--- src/design/hdbn_pkg.sv ---
`timescale 1ns / 1ps
// ----------------------------------------------------------------------------
// HDBn line encoder package
// Shared widths, symbol codes, register indexes and payload types.
// ----------------------------------------------------------------------------
package hdbn_pkg;

  // Largest supported code order and the symbol line that follows from it
  localparam int MAX_ORDER  = 7;
  localparam int LINE_DEPTH = MAX_ORDER + 1;
  localparam int FILL_W     = $clog2(LINE_DEPTH + 1);
  localparam int RUN_W      = 4;
  localparam int ORDER_W    = 3;

  // Output skid buffer
  localparam int SKID_DEPTH = 2;
  localparam int SKID_PTR_W = $clog2(SKID_DEPTH);
  localparam int SKID_CNT_W = $clog2(SKID_DEPTH + 1);

  // Configuration port
  localparam int CFG_IDX_W  = 2;
  localparam int CFG_DATA_W = ORDER_W;

  localparam logic [CFG_IDX_W-1:0] REG_CODE_ORDER  = 2'd0;
  localparam logic [CFG_IDX_W-1:0] REG_START_PULSE = 2'd1;
  localparam logic [CFG_IDX_W-1:0] REG_START_VIOL  = 2'd2;

  // Reset values of the configuration registers
  localparam logic [ORDER_W-1:0] CODE_ORDER_RST = 3'd3;

  // Item modes
  localparam logic MODE_PUSH  = 1'b0;
  localparam logic MODE_FLUSH = 1'b1;

  // Bipolar symbol held in the line
  typedef enum logic [1:0] {
    SYM_ZERO = 2'd0,
    SYM_POS  = 2'd1,
    SYM_NEG  = 2'd2
  } sym_t;

  // Input item
  typedef struct packed {
    logic mode;
    logic data_bit;
  } bit_item_t;

  // Result item
  typedef struct packed {
    logic pos_pulse;
    logic neg_pulse;
    logic last_of_run;
  } sym_item_t;

endpackage

--- src/design/hdbn_bit_if.sv ---
`timescale 1ns / 1ps
// ----------------------------------------------------------------------------
// HDBn input channel
// Valid/ready channel carrying one data bit or a flush request.
// ----------------------------------------------------------------------------
interface hdbn_bit_if;
  logic                 valid;
  logic                 ready;
  hdbn_pkg::bit_item_t  data;

  modport source (output valid, output data, input ready);
  modport sink   (input valid, input data, output ready);
endinterface

--- src/design/hdbn_sym_if.sv ---
`timescale 1ns / 1ps
// ----------------------------------------------------------------------------
// HDBn output channel
// Valid/ready channel carrying one bipolar symbol on two rails.
// ----------------------------------------------------------------------------
interface hdbn_sym_if;
  logic                 valid;
  logic                 ready;
  hdbn_pkg::sym_item_t  data;

  modport source (output valid, output data, input ready);
  modport sink   (input valid, input data, output ready);
endinterface

--- src/design/hdbn_core.sv ---
`timescale 1ns / 1ps
// ----------------------------------------------------------------------------
// HDBn coder core
// Holds the accepted item, the symbol line and the polarity state. Each cycle
// it may emit the oldest symbol and, once no more pops are owed, applies the
// item: a push codes the bit (with run substitution), a flush restarts.
// ----------------------------------------------------------------------------
module hdbn_core (
  input  logic                                clk,
  input  logic                                rst,
  input  logic                                cfg_we,
  input  logic [hdbn_pkg::CFG_IDX_W-1:0]      cfg_index,
  input  logic [hdbn_pkg::CFG_DATA_W-1:0]     cfg_data,
  hdbn_bit_if.sink                            bits,
  input  logic                                emit_space,
  output logic                                emit_en,
  output hdbn_pkg::sym_item_t                 emit_item
);

  // Configuration registers
  logic [hdbn_pkg::ORDER_W-1:0] code_order;
  logic                         start_pulse_negative;
  logic                         start_violation_negative;

  // Held item
  logic                         item_valid;
  hdbn_pkg::bit_item_t          item;

  // Coder state
  hdbn_pkg::sym_t               symbol_line [hdbn_pkg::LINE_DEPTH];
  hdbn_pkg::sym_t               line_next   [hdbn_pkg::LINE_DEPTH];
  hdbn_pkg::sym_t               shifted     [hdbn_pkg::LINE_DEPTH];
  logic [hdbn_pkg::FILL_W-1:0]  line_fill;
  logic [hdbn_pkg::RUN_W-1:0]   zero_run;
  logic                         last_pulse_negative;
  logic                         last_violation_negative;

  // Working signals
  logic [hdbn_pkg::FILL_W-1:0]  eff_n;
  logic [hdbn_pkg::FILL_W-1:0]  fill_after;
  logic [hdbn_pkg::FILL_W-1:0]  bpos;
  logic [hdbn_pkg::RUN_W-1:0]   run_inc;
  logic                         is_flush;
  logic                         need_pop;
  logic                         pop_en;
  logic                         item_done;
  logic                         subst;
  logic                         b_needed;
  hdbn_pkg::sym_t               mark_sym;
  hdbn_pkg::sym_t               viol_sym;
  hdbn_pkg::sym_t               new_sym;

  // Configuration writes; indexes past the list are ignored
  always_ff @(posedge clk) begin
    if (rst) begin
      code_order               <= hdbn_pkg::CODE_ORDER_RST;
      start_pulse_negative     <= 1'b0;
      start_violation_negative <= 1'b0;
    end else if (cfg_we) begin
      unique case (cfg_index)
        hdbn_pkg::REG_CODE_ORDER:  code_order               <= cfg_data;
        hdbn_pkg::REG_START_PULSE: start_pulse_negative     <= cfg_data[0];
        hdbn_pkg::REG_START_VIOL:  start_violation_negative <= cfg_data[0];
        default: ;
      endcase
    end
  end

  // Effective order, clamped to 1..MAX_ORDER
  always_comb begin
    if (code_order == '0) begin
      eff_n = hdbn_pkg::FILL_W'(1);
    end else if (hdbn_pkg::FILL_W'(code_order) > hdbn_pkg::FILL_W'(hdbn_pkg::MAX_ORDER)) begin
      eff_n = hdbn_pkg::FILL_W'(hdbn_pkg::MAX_ORDER);
    end else begin
      eff_n = hdbn_pkg::FILL_W'(code_order);
    end
  end

  // Pop control: a flush drains everything, a push trims the line to n
  assign is_flush   = (item.mode == hdbn_pkg::MODE_FLUSH);
  assign need_pop   = is_flush ? (line_fill != '0) : (line_fill > eff_n);
  assign pop_en     = item_valid && need_pop && emit_space;
  assign fill_after = line_fill - hdbn_pkg::FILL_W'(pop_en);
  assign item_done  = item_valid &&
                      (is_flush ? (fill_after == '0) : (fill_after <= eff_n));

  // Accept a new item when idle or while the current one is finished this cycle
  assign bits.ready = !item_valid || item_done;

  always_ff @(posedge clk) begin
    if (rst) begin
      item_valid <= 1'b0;
    end else if (bits.valid && bits.ready) begin
      item_valid <= 1'b1;
    end else if (item_done) begin
      item_valid <= 1'b0;
    end
  end

  always_ff @(posedge clk) begin
    if (bits.valid && bits.ready) begin
      item <= bits.data;
    end
  end

  // Oldest symbol out
  assign emit_en               = pop_en;
  assign emit_item.pos_pulse   = (symbol_line[0] == hdbn_pkg::SYM_POS);
  assign emit_item.neg_pulse   = (symbol_line[0] == hdbn_pkg::SYM_NEG);
  assign emit_item.last_of_run = is_flush && (line_fill == hdbn_pkg::FILL_W'(1));

  // Symbol coding for a push
  assign run_inc  = (zero_run == '1) ? zero_run : zero_run + 1'b1;
  assign mark_sym = last_pulse_negative ? hdbn_pkg::SYM_POS : hdbn_pkg::SYM_NEG;
  assign viol_sym = last_violation_negative ? hdbn_pkg::SYM_POS : hdbn_pkg::SYM_NEG;
  assign subst    = !item.data_bit &&
                    ({1'b0, run_inc} >= {1'b0, hdbn_pkg::RUN_W'(eff_n)} + 1'b1) &&
                    ({1'b0, fill_after} >= {1'b0, eff_n});
  assign b_needed = (last_pulse_negative == last_violation_negative);
  assign bpos     = fill_after - eff_n;

  always_comb begin
    if (item.data_bit) begin
      new_sym = mark_sym;
    end else if (subst) begin
      new_sym = viol_sym;
    end else begin
      new_sym = hdbn_pkg::SYM_ZERO;
    end
  end

  // Line after the optional pop, then the insertion and balancing pulse
  always_comb begin
    for (int i = 0; i < hdbn_pkg::LINE_DEPTH; i++) begin
      if (!pop_en) begin
        shifted[i] = symbol_line[i];
      end else if (i + 1 < hdbn_pkg::LINE_DEPTH) begin
        shifted[i] = symbol_line[i + 1];
      end else begin
        shifted[i] = hdbn_pkg::SYM_ZERO;
      end
    end
    for (int i = 0; i < hdbn_pkg::LINE_DEPTH; i++) begin
      line_next[i] = shifted[i];
      if (item_done && !is_flush) begin
        if (hdbn_pkg::FILL_W'(i) == fill_after) begin
          line_next[i] = new_sym;
        end else if (subst && (hdbn_pkg::FILL_W'(i) == bpos)) begin
          line_next[i] = b_needed ? viol_sym : hdbn_pkg::SYM_ZERO;
        end
      end
    end
  end

  // Coder state update
  always_ff @(posedge clk) begin
    if (rst) begin
      line_fill               <= '0;
      zero_run                <= '0;
      last_pulse_negative     <= 1'b0;
      last_violation_negative <= 1'b0;
      for (int i = 0; i < hdbn_pkg::LINE_DEPTH; i++) begin
        symbol_line[i] <= hdbn_pkg::SYM_ZERO;
      end
    end else if (item_done && is_flush) begin
      line_fill               <= '0;
      zero_run                <= '0;
      last_pulse_negative     <= start_pulse_negative;
      last_violation_negative <= start_violation_negative;
      for (int i = 0; i < hdbn_pkg::LINE_DEPTH; i++) begin
        symbol_line[i] <= hdbn_pkg::SYM_ZERO;
      end
    end else if (item_done) begin
      line_fill   <= fill_after + 1'b1;
      symbol_line <= line_next;
      if (item.data_bit) begin
        zero_run            <= '0;
        last_pulse_negative <= !last_pulse_negative;
      end else if (subst) begin
        zero_run                <= '0;
        last_pulse_negative     <= !last_violation_negative;
        last_violation_negative <= !last_violation_negative;
      end else begin
        zero_run <= run_inc;
      end
    end else if (item_valid) begin
      line_fill   <= fill_after;
      symbol_line <= line_next;
    end
  end

  // Checks
  a_fill_bound: assert property (@(posedge clk) disable iff (rst)
    line_fill <= hdbn_pkg::FILL_W'(hdbn_pkg::LINE_DEPTH))
    else $error("symbol line overfilled");

  a_pop_space: assert property (@(posedge clk) disable iff (rst)
    emit_en |-> emit_space)
    else $error("symbol emitted without skid space");

  a_flush_clears: assert property (@(posedge clk) disable iff (rst)
    (item_done && is_flush) |=> (line_fill == '0) && (zero_run == '0))
    else $error("flush left symbols in the line");

  a_push_fills: assert property (@(posedge clk) disable iff (rst)
    (item_done && !is_flush) |=> (line_fill != '0))
    else $error("push left the line empty");

endmodule

--- src/design/hdbn_out_skid.sv ---
`timescale 1ns / 1ps
// ----------------------------------------------------------------------------
// HDBn output skid buffer
// Two-entry queue between the coder and the output channel, so the coder's
// pop decision depends only on registered occupancy.
// ----------------------------------------------------------------------------
module hdbn_out_skid (
  input  logic                 clk,
  input  logic                 rst,
  input  logic                 wr_en,
  input  hdbn_pkg::sym_item_t  wr_item,
  output logic                 space,
  hdbn_sym_if.source           symbols
);

  hdbn_pkg::sym_item_t                entries [hdbn_pkg::SKID_DEPTH];
  logic [hdbn_pkg::SKID_PTR_W-1:0]    wr_ptr;
  logic [hdbn_pkg::SKID_PTR_W-1:0]    rd_ptr;
  logic [hdbn_pkg::SKID_CNT_W-1:0]    count;
  logic                               rd_en;

  assign space         = (count != hdbn_pkg::SKID_CNT_W'(hdbn_pkg::SKID_DEPTH));
  assign symbols.valid = (count != '0);
  assign symbols.data  = entries[rd_ptr];
  assign rd_en         = symbols.valid && symbols.ready;

  // Pointers and occupancy
  always_ff @(posedge clk) begin
    if (rst) begin
      wr_ptr <= '0;
      rd_ptr <= '0;
      count  <= '0;
    end else begin
      if (wr_en) begin
        wr_ptr <= (wr_ptr == hdbn_pkg::SKID_PTR_W'(hdbn_pkg::SKID_DEPTH - 1)) ?
                  '0 : wr_ptr + 1'b1;
      end
      if (rd_en) begin
        rd_ptr <= (rd_ptr == hdbn_pkg::SKID_PTR_W'(hdbn_pkg::SKID_DEPTH - 1)) ?
                  '0 : rd_ptr + 1'b1;
      end
      count <= count + hdbn_pkg::SKID_CNT_W'(wr_en) - hdbn_pkg::SKID_CNT_W'(rd_en);
    end
  end

  // Storage
  always_ff @(posedge clk) begin
    if (wr_en) begin
      entries[wr_ptr] <= wr_item;
    end
  end

  // Checks
  a_count_bound: assert property (@(posedge clk) disable iff (rst)
    count <= hdbn_pkg::SKID_CNT_W'(hdbn_pkg::SKID_DEPTH))
    else $error("skid buffer overflow");

  a_write_space: assert property (@(posedge clk) disable iff (rst)
    wr_en |-> space)
    else $error("write into full skid buffer");

  a_count_grow: assert property (@(posedge clk) disable iff (rst)
    (wr_en && !rd_en) |=> (count == $past(count) + 1'b1))
    else $error("skid occupancy did not grow on write");

endmodule

--- src/design/hdbn_line_encoder.sv ---
`timescale 1ns / 1ps
// ----------------------------------------------------------------------------
// HDBn line encoder
// Codes one binary bit per transfer into bipolar symbols with HDBn run
// substitution of configurable order, delayed through an (n+1)-symbol line.
//
//   channel  | role   | payload                           | transfer
//   bits     | sink   | mode, data_bit                    | valid && ready
//   symbols  | source | pos_pulse, neg_pulse, last_of_run | valid && ready
//   cfg      | write  | cfg_index, cfg_data               | cfg_we
//
// One push item per cycle is sustained while the output takes symbols; a push
// is held in the item register, and the symbol it displaces then in the skid buffer.
// A flush drains the line one symbol at a time (up to 8) through the single
// read port at the head of the line; an empty flush only restarts the coder.
// Reset is synchronous and clears the line and polarity state at once.
// A stalled output fills the two-entry skid buffer, then holds bits.ready low.
// ----------------------------------------------------------------------------
module hdbn_line_encoder (
  input  logic                             clk,
  input  logic                             rst,
  input  logic                             cfg_we,
  input  logic [hdbn_pkg::CFG_IDX_W-1:0]   cfg_index,
  input  logic [hdbn_pkg::CFG_DATA_W-1:0]  cfg_data,
  hdbn_bit_if.sink                         bits,
  hdbn_sym_if.source                       symbols
);

  logic                 emit_en;
  logic                 emit_space;
  hdbn_pkg::sym_item_t  emit_item;

  // Coder with item register and symbol line
  hdbn_core u_core (
    .clk        (clk),
    .rst        (rst),
    .cfg_we     (cfg_we),
    .cfg_index  (cfg_index),
    .cfg_data   (cfg_data),
    .bits       (bits),
    .emit_space (emit_space),
    .emit_en    (emit_en),
    .emit_item  (emit_item)
  );

  // Output skid stage
  hdbn_out_skid u_skid (
    .clk     (clk),
    .rst     (rst),
    .wr_en   (emit_en),
    .wr_item (emit_item),
    .space   (emit_space),
    .symbols (symbols)
  );

endmodule

--- src/flat_wrapper.sv ---
// flat-port wrapper written by rule: the top's interface ports become plain ports
module hdbn_line_encoder_flat 
  (clk, rst, cfg_we, cfg_index, cfg_data, bits_valid, bits_data, bits_ready, symbols_valid, symbols_data, symbols_ready);
  hdbn_bit_if bits_i ();
  hdbn_sym_if symbols_i ();
  input  logic clk;
  input  logic rst;
  input  logic cfg_we;
  input  logic [hdbn_pkg::CFG_IDX_W-1:0] cfg_index;
  input  logic [hdbn_pkg::CFG_DATA_W-1:0] cfg_data;
  input wire logic [$bits(bits_i.valid)-1:0] bits_valid;
  input wire logic [$bits(bits_i.data)-1:0] bits_data;
  output wire logic [$bits(bits_i.ready)-1:0] bits_ready;
  output wire logic [$bits(symbols_i.valid)-1:0] symbols_valid;
  output wire logic [$bits(symbols_i.data)-1:0] symbols_data;
  input wire logic [$bits(symbols_i.ready)-1:0] symbols_ready;
  assign bits_i.valid = bits_valid;
  assign bits_i.data = bits_data;
  assign bits_ready = bits_i.ready;
  assign symbols_valid = symbols_i.valid;
  assign symbols_data = symbols_i.data;
  assign symbols_i.ready = symbols_ready;
  hdbn_line_encoder u_core (.clk(clk), .rst(rst), .cfg_we(cfg_we), .cfg_index(cfg_index), .cfg_data(cfg_data), .bits(bits_i), .symbols(symbols_i));
endmodule
--- config.mk ---
export PLATFORM = sky130hd
export DESIGN_NAME = hdbn_line_encoder_flat
export DESIGN_NICKNAME = d
export VERILOG_FILES = /design/src/design/hdbn_pkg.sv /design/src/design/hdbn_bit_if.sv /design/src/design/hdbn_sym_if.sv /design/src/design/hdbn_core.sv /design/src/design/hdbn_out_skid.sv /design/src/design/hdbn_line_encoder.sv /design/src/flat_wrapper.sv
export SDC_FILE = /design/constraint.sdc
export NUM_CORES = 1
export LEC_CHECK = 0
export ABC_AREA = 1
export BUFFER_PORTS_ARGS = -buffer_cell sky130_fd_sc_hd__buf_2
export CELL_PAD_IN_SITES_DETAIL_PLACEMENT = 2
export CELL_PAD_IN_SITES_GLOBAL_PLACEMENT = 2
export CORE_MARGIN = 5
export CORE_UTILIZATION = 31
export DETAILED_ROUTE_END_ITERATION = 8
export PLACE_DENSITY = 0.83
export SETUP_SLACK_MARGIN = 0.5
export SLEW_MARGIN = 25
export SYNTH_ARGS = -nofsm -noshare
export SYNTH_HDL_FRONTEND = slang
export SYNTH_HIERARCHICAL = 1
export SYNTH_SLANG_ARGS = --single-unit
--- constraint.sdc ---
create_clock -name clk -period 3.4 [get_ports clk]
set_input_delay 0.34 -clock clk [delete_from_list [all_inputs] [get_ports clk]]
set_output_delay 0.34 -clock clk [all_outputs]
set_load 0.05 [all_outputs]
==> results of run 1 <==
[path summary, 6_finish.rpt]
path,endpoint,cells after the start
worst max-delay path,u_core/u_core/symbol_line[2],28
worst min-delay path,u_core/u_core/item[0],1
worst max register to register,u_core/u_core/symbol_line[2],28
worst min register to register,u_core/u_core/start_violation_negative,2
[area by class of cell]
type                    count  area [um2]
clock buffers               6        72.6
flip-flops and latches     45         983
repair buffers             79         652
clock inverters             2        38.8
inverters                  90         382
well taps                 140         175
fillers                  1238        5950
multi-input cells         387        2640
[registers in the layout (all words and copies together), names as in the netlist, named ones only]
register,cells
u_core/u_skid/wr_ptr,1
u_core/u_core/item,1
u_core/u_core/is_flush,1
u_core/u_skid/rd_ptr,1
u_core/u_core/last_pulse_negative,1
u_core/u_core/symbol_line,16
u_core/u_core/start_violation_negative,1
u_core/u_core/last_violation_negative,1
u_core/u_core/item_valid,1
u_core/u_core/zero_run,4
u_core/u_core/line_fill,4
u_core/u_skid/entries,6
u_core/u_core/start_pulse_negative,1
u_core/u_core/code_order,3
u_core/u_skid/count,2
[what timing repair did]
action | in CTS | in global routing
pin swaps | 53 | 20
gates cloned | 1 | 0
hold endpoints to repair | 0 | 0
resized for setup | 97 | 27
setup endpoints to repair | 30 | 30
buffers inserted | 30 | 17
[cell families (layout without fill, tap and decap cells)]
| group | count (synthesis) | count (layout) | synth area share |
|---|---|---|---|
| and+or+nand+nor | 287 | 287 | 0.378 |
| adders and majority gates | 20 | 20 | 0.0748 |
| buffers and inverters | 103 | 177 | 0.123 |
| xor gates and xnor gates | 4 | 4 | 0.0102 |
| muxes | 4 | 4 | 0.0131 |
| DFF | 45 | 45 | 0.285 |
| AOI/OAI and AO/OA | 72 | 72 | 0.116 |
[routing by layer]
layer  global-route usage  up-vias  share of wire
met3               0.0381       92          0.048
met2                0.541      188           0.51
met1                0.315     2168           0.38
met4                0.152        0          0.069
met5                    0        -              0
li1                     -     1876              -
[power breakdown]
part | internal, mW | total (mW) | switching [mW]
Combinational | 0.939 | 2.80 | 1.86
Sequential | 0.640 | 0.715 | 0.0752
Clock | 0.221 | 0.453 | 0.232
[per-stage QoR]
| step | hold slack, ns | setup TNS [ns] |
|---|---|---|
| after floorplan | 0.409 | 0 |
| after global placement | 0.487 | 0 |
| after detailed placement | 0.498 | -3.00 |
| after CTS | 0.197 | -0.144 |
| after global routing | 0.166 | -12.63 |
| final | 0.175 | -10.23 |
[cell usage after synthesis (all sizes together)]
cell | number | share of area
a211oi | 2 | 0.0073
a21oi | 32 | 0.046
and2 | 1 | 0.0018
buf | 11 | 0.022
clkbuf | 2 | 0.0025
dfxtp | 37 | 0.22
edfxtp | 8 | 0.070
fa | 1 | 0.0058
ha | 19 | 0.069
inv | 90 | 0.098
mux2 | 4 | 0.013
nand2 | 146 | 0.17
nand3 | 83 | 0.13
nand3b | 3 | 0.0065
nand4 | 6 | 0.011
nor2 | 44 | 0.054
nor3 | 3 | 0.0044
nor4 | 1 | 0.0018
o211ai | 3 | 0.0065
o21ai | 32 | 0.050
o22ai | 2 | 0.0036
o31ai | 1 | 0.0022
xnor2 | 2 | 0.0051
xor2 | 2 | 0.0051
==> flow_metrics.py, run 1 <==
metrics = {
    "pwr": {
        "vdd_drop_max_mv": 0.257,
        "p_per_area_mw_per_mm2": 802,
        "power_mw": 3.97,
        "p_leak_nw": 2.15,
    },
    "setup_path": {
        "critical_path_arrival_ns": 4.21,
        "cp-startpoint": "u_core/u_core/code_order[2]",
        "end_kind": "register",
        "worst-path-buf-inv": 6,
        "critPathLaunchType": "register",
        "path_delay_family": "simple AND/OR/NAND/NOR gates",
        "critPathMostFrequentCell": "nand2_4",
        "cp_slowest_cell": "dfxtp_2",
        "crit_required_ns": 3.64,
        "critPathMaxFanout": 7,
        "max_stage_delay_ns": 0.38,
        "timing.rr.start": "u_core/u_core/code_order[2]",
        "worstSetupPathType": "register to register",
        "r2r_setup_slack_ns": -0.58,
    },
    "cells_and_area": {
        "layout_common_cells": "119 x nand2_1, 69 x inv_1, 59 x nand3_1",
        "layout-drive-gt1-share": 0.373,
        "fin_util": 0.454,
        "fin_cells": 749,
        "finalInstanceArea_mm2": 0.00494,
        "area_growth_pct": 43.5,
        "diodes": 0,
        "fin_nets": 640,
        "final_common_cell": "nand2_1",
    },
    "clock_network": {
        "clk_pin_slew_worst_paths_ns": 0.11,
        "clockBufferDepth": 2,
        "cts_max_level": 2,
        "numCtsBuffers": 5,
        "clock-sinks": 45,
        "clock_latency_ns": 0.34,
        "cts-root-buf": "clkbuf_8",
        "cts_tree": "done",
        "hold_buffers": 0,
    },
    "timing": {
        "fin_crit_ns": 3.98,
        "post-route-worst-setup-slack_ns": -0.576,
        "finClkSkew_ns": 0.0180,
        "maxSlewViolCount": 0,
        "rsz0062_at_grt": "true",
        "fmax_ghz": 0.252,
        "fin_crit_sh": 1.17,
        "hold_viol": 0,
        "finalSetupViolCount": 30,
        "slew_headroom": 0.579,
        "tightest_slew_ns": 0.630,
    },
    "place": {
        "dp_hpwl_mm": 10.0,
        "gp_congestion": 0.875,
        "placed_cells": 693,
        "post-place-ws_ns": -0.163,
        "port_buffers": 16,
        "placed_cell_area_mm2": 0.00398,
    },
    "grt": {
        "grt_max_degree": 20,
        "grt_usage": 0.289,
        "grt_pass1_vias": 4801,
        "grt_pass1_wl_mm": 28.9,
        "gr-total-overflow": 0,
        "antenna_found_initial": 0,
    },
    "yosys": {
        "syn_inst": 535,
        "synth.distinct_cells": 36,
        "ys_warn_count": 6,
        "ys_ff_latch": 45,
        "syn_area_mm2": 0.00344,
        "syn_nets": 567,
        "synth.avg_cell_area_um2": 6.44,
        "seq_area_frac_synth": 0.285,
    },
    "floorplanning": {
        "fp.dieW_um": 115,
        "core_area_mm2": 0.0109,
        "rows": 38,
        "dieArea_mm2": 0.0133,
        "io_pins": 17,
        "start_util": 0.316,
        "die_h_um": 115,
    },
    "route": {
        "num_vias": 4324,
        "wl_per_cell_um": 28.0,
        "drtPass1Iterations": 5,
        "drc_errors": 0,
        "drt_wl_total_mm": 21.0,
        "drt_iter0_markers": 259,
        "via_per_inst": 5.77,
        "detail-route-antenna-nets": 0,
    },
    "run_status": {
        "status": "finished with violations",
        "violations": "setup timing",
    },
    "hold_path": {
        "hp-start": "bits_data[0]",
        "hold_class": "primary input to register",
    },
    "run": {
        "timing.max_cap.violations": 0,
    },
}
(Power assumes the default switching activity.)
==> run 2: changes to the inputs <==
- PLACE_DENSITY: 0.83 -> not set
- PLACE_DENSITY_LB_ADDON: not set -> 0.15
==> flow_metrics.py, run 2 (synthesis gave the netlist of run 1 again) <==
metrics = {
    "place": {
        "placed_cell_area_mm2": 0.00398,
        "gp_congestion": 0.876,
        "dp_hpwl_mm": 9.65,
        "placed_cells": 695,
        "post-place-ws_ns": -0.131,
        "port_buffers": 16,
    },
    "setup_path": {
        "critical_path_arrival_ns": 3.41,
        "critPathMaxFanout": 3,
        "end_kind": "output port",
        "timing.rr.start": "u_core/u_core/code_order[2]",
        "critPathLaunchType": "register",
        "worstSetupPathType": "register to output port",
        "cp-startpoint": "u_core/u_core/code_order[2]",
        "crit_required_ns": 3.06,
    },
    "clock_network": {
        "cts_max_level": 2,
        "numCtsBuffers": 5,
        "cts_tree": "done",
        "clock_latency_ns": 0.33,
        "clockBufferDepth": 2,
        "hold_buffers": 0,
        "clock-sinks": 45,
        "clk_pin_slew_worst_paths_ns": 0.11,
        "cts-root-buf": "clkbuf_8",
    },
    "floorplanning": {
        "die_h_um": 115,
        "core_area_mm2": 0.0109,
        "dieArea_mm2": 0.0133,
        "rows": 38,
        "fp.dieW_um": 115,
        "start_util": 0.316,
        "io_pins": 17,
    },
    "cells_and_area": {
        "fin_nets": 622,
        "layout_common_cells": "113 x nand2_1, 70 x inv_1, 42 x nand3_1",
        "fin_cells": 731,
        "layout-drive-gt1-share": 0.403,
        "fin_util": 0.469,
        "diodes": 0,
        "largest_reg_flops": 16,
        "fillers": 1244,
        "area_growth_pct": 48.1,
        "top_regs": "u_core/u_core/symbol_line: 16 flops, u_core/u_skid/entries: 6 flops",
        "finalInstanceArea_mm2": 0.00510,
        "regMostFlops": "u_core/u_core/symbol_line",
        "final_common_cell": "nand2_1",
    },
    "pwr": {
        "power.switching_mw": 2.16,
        "swShare": 0.553,
        "power_mw": 3.90,
        "pwr-share-seq": 0.182,
        "p_leak_nw": 2.09,
        "vdd_drop_max_mv": 0.264,
        "clkPwrFrac": 0.117,
        "p_int_mw": 1.75,
        "p_comb_frac": 0.701,
        "p_per_area_mw_per_mm2": 765,
    },
    "grt": {
        "grt_max_degree": 20,
        "grt_pass1_wl_mm": 25.0,
        "grt_usage": 0.242,
        "gr-total-overflow": 0,
        "grt_pass1_vias": 4401,
        "antenna_found_initial": 0,
    },
    "timing": {
        "finClkSkew_ns": 0.0146,
        "hold-worst-slack_ns": 0.178,
        "fmax_ghz": 0.267,
        "fin_crit_ns": 3.75,
        "fin_crit_sh": 1.10,
        "finalSetupViolCount": 30,
        "tightest_slew_ns": 0.703,
        "finalSetupTns_ns": -6.14,
        "rsz0062_at_grt": "true",
        "maxSlewViolCount": 0,
        "hold_viol": 0,
        "slew_headroom": 0.530,
        "post-route-worst-setup-slack_ns": -0.347,
    },
    "route": {
        "wl_met1_mm": 7.35,
        "topRoutingLayerUsed": "met4",
        "wl_per_cell_um": 24.8,
        "drt_iter0_markers": 197,
        "via_per_inst": 5.53,
        "drt_wl_total_mm": 18.1,
        "detail-route-antenna-nets": 0,
        "drc_errors": 0,
        "wl_met3_um": 576,
        "drtPass1Iterations": 4,
        "num_vias": 4039,
        "met2_length_mm": 9.52,
    },
    "run_status": {
        "status": "finished with violations",
        "violations": "setup timing",
    },
    "hold_path": {
        "hp-start": "bits_data[0]",
        "hold_class": "primary input to register",
    },
    "run": {
        "timing.max_cap.violations": 0,
    },
}
run 2: changes by cell type in the layout (fill, tap and decap cells not counted), sizes merged:
cell / change
buf: -19
inv: +2
clkbuf: -1
run 2: path summary, 6_finish.rpt:
kind                            cells past startpoint                                      to  slack (ns)
worst max register to register                     27            u_core/u_core/symbol_line[5]       -0.32
worst min register to register                      2  u_core/u_core/start_violation_negative        0.51
worst min-delay path                                1                   u_core/u_core/item[0]        0.18
worst max-delay path                               22                              bits_ready       -0.35
run 2: what timing repair did:
action                     4_1_cts  5_1_grt
setup buffers                   17        9
setup endpoints to repair       30       30
pin swaps                       30       31
cloned                           2        0
gates resized for setup        104       73
run 2: per-layer routing:
| metal | track usage | vias to the layer above |
|---|---|---|
| met4 | 0.0673 | 0 |
| met3 | 0.0266 | 46 |
| li1 | - | 1846 |
| met2 | 0.453 | 99 |
| met5 | 0 | - |
| met1 | 0.292 | 2048 |
run 2: cell type report:
type                       instances  area [um2]  area share
sequential                        45         988       0.194
clock buffer                       5        68.8      0.0135
timing repair buffer              60         492      0.0964
multi-input combinational        387        2910       0.570
timing repair inverter             1        30.0     0.00589
clock inverter                     3        47.5     0.00932
tap                              140         175      0.0343
inverter                          90         394      0.0773
run 2: power groups by stage:
stage	registers [mW]	clock network [mW]	logic (mW)
floorplan	0.696	0	1.28
detailed placement	0.710	0	1.74
finish	0.712	0.457	2.74
CTS	0.699	0.466	2.25
global placement	0.704	0	1.68
global route	0.720	0.492	2.88
run 2: worst max-delay path: stages (launching register included):
cell      delay (ns)
dfxtp_4         0.39
inv_6           0.05
a21oi_4         0.17
inv_2           0.08
ha_4            0.15
nand3b_1        0.15
nand2_1         0.10
nand2_2         0.08
nand2_4         0.08
nand2_4         0.08
inv_8           0.07
ha_4            0.21
ha_4            0.18
fa_2            0.42
inv_2           0.09
nand2_2         0.08
nand2_2         0.09
inv_2           0.05
o21ai_4         0.14
nor2_4          0.05
inv_2           0.09
nand3_4         0.09
buf_8           0.16
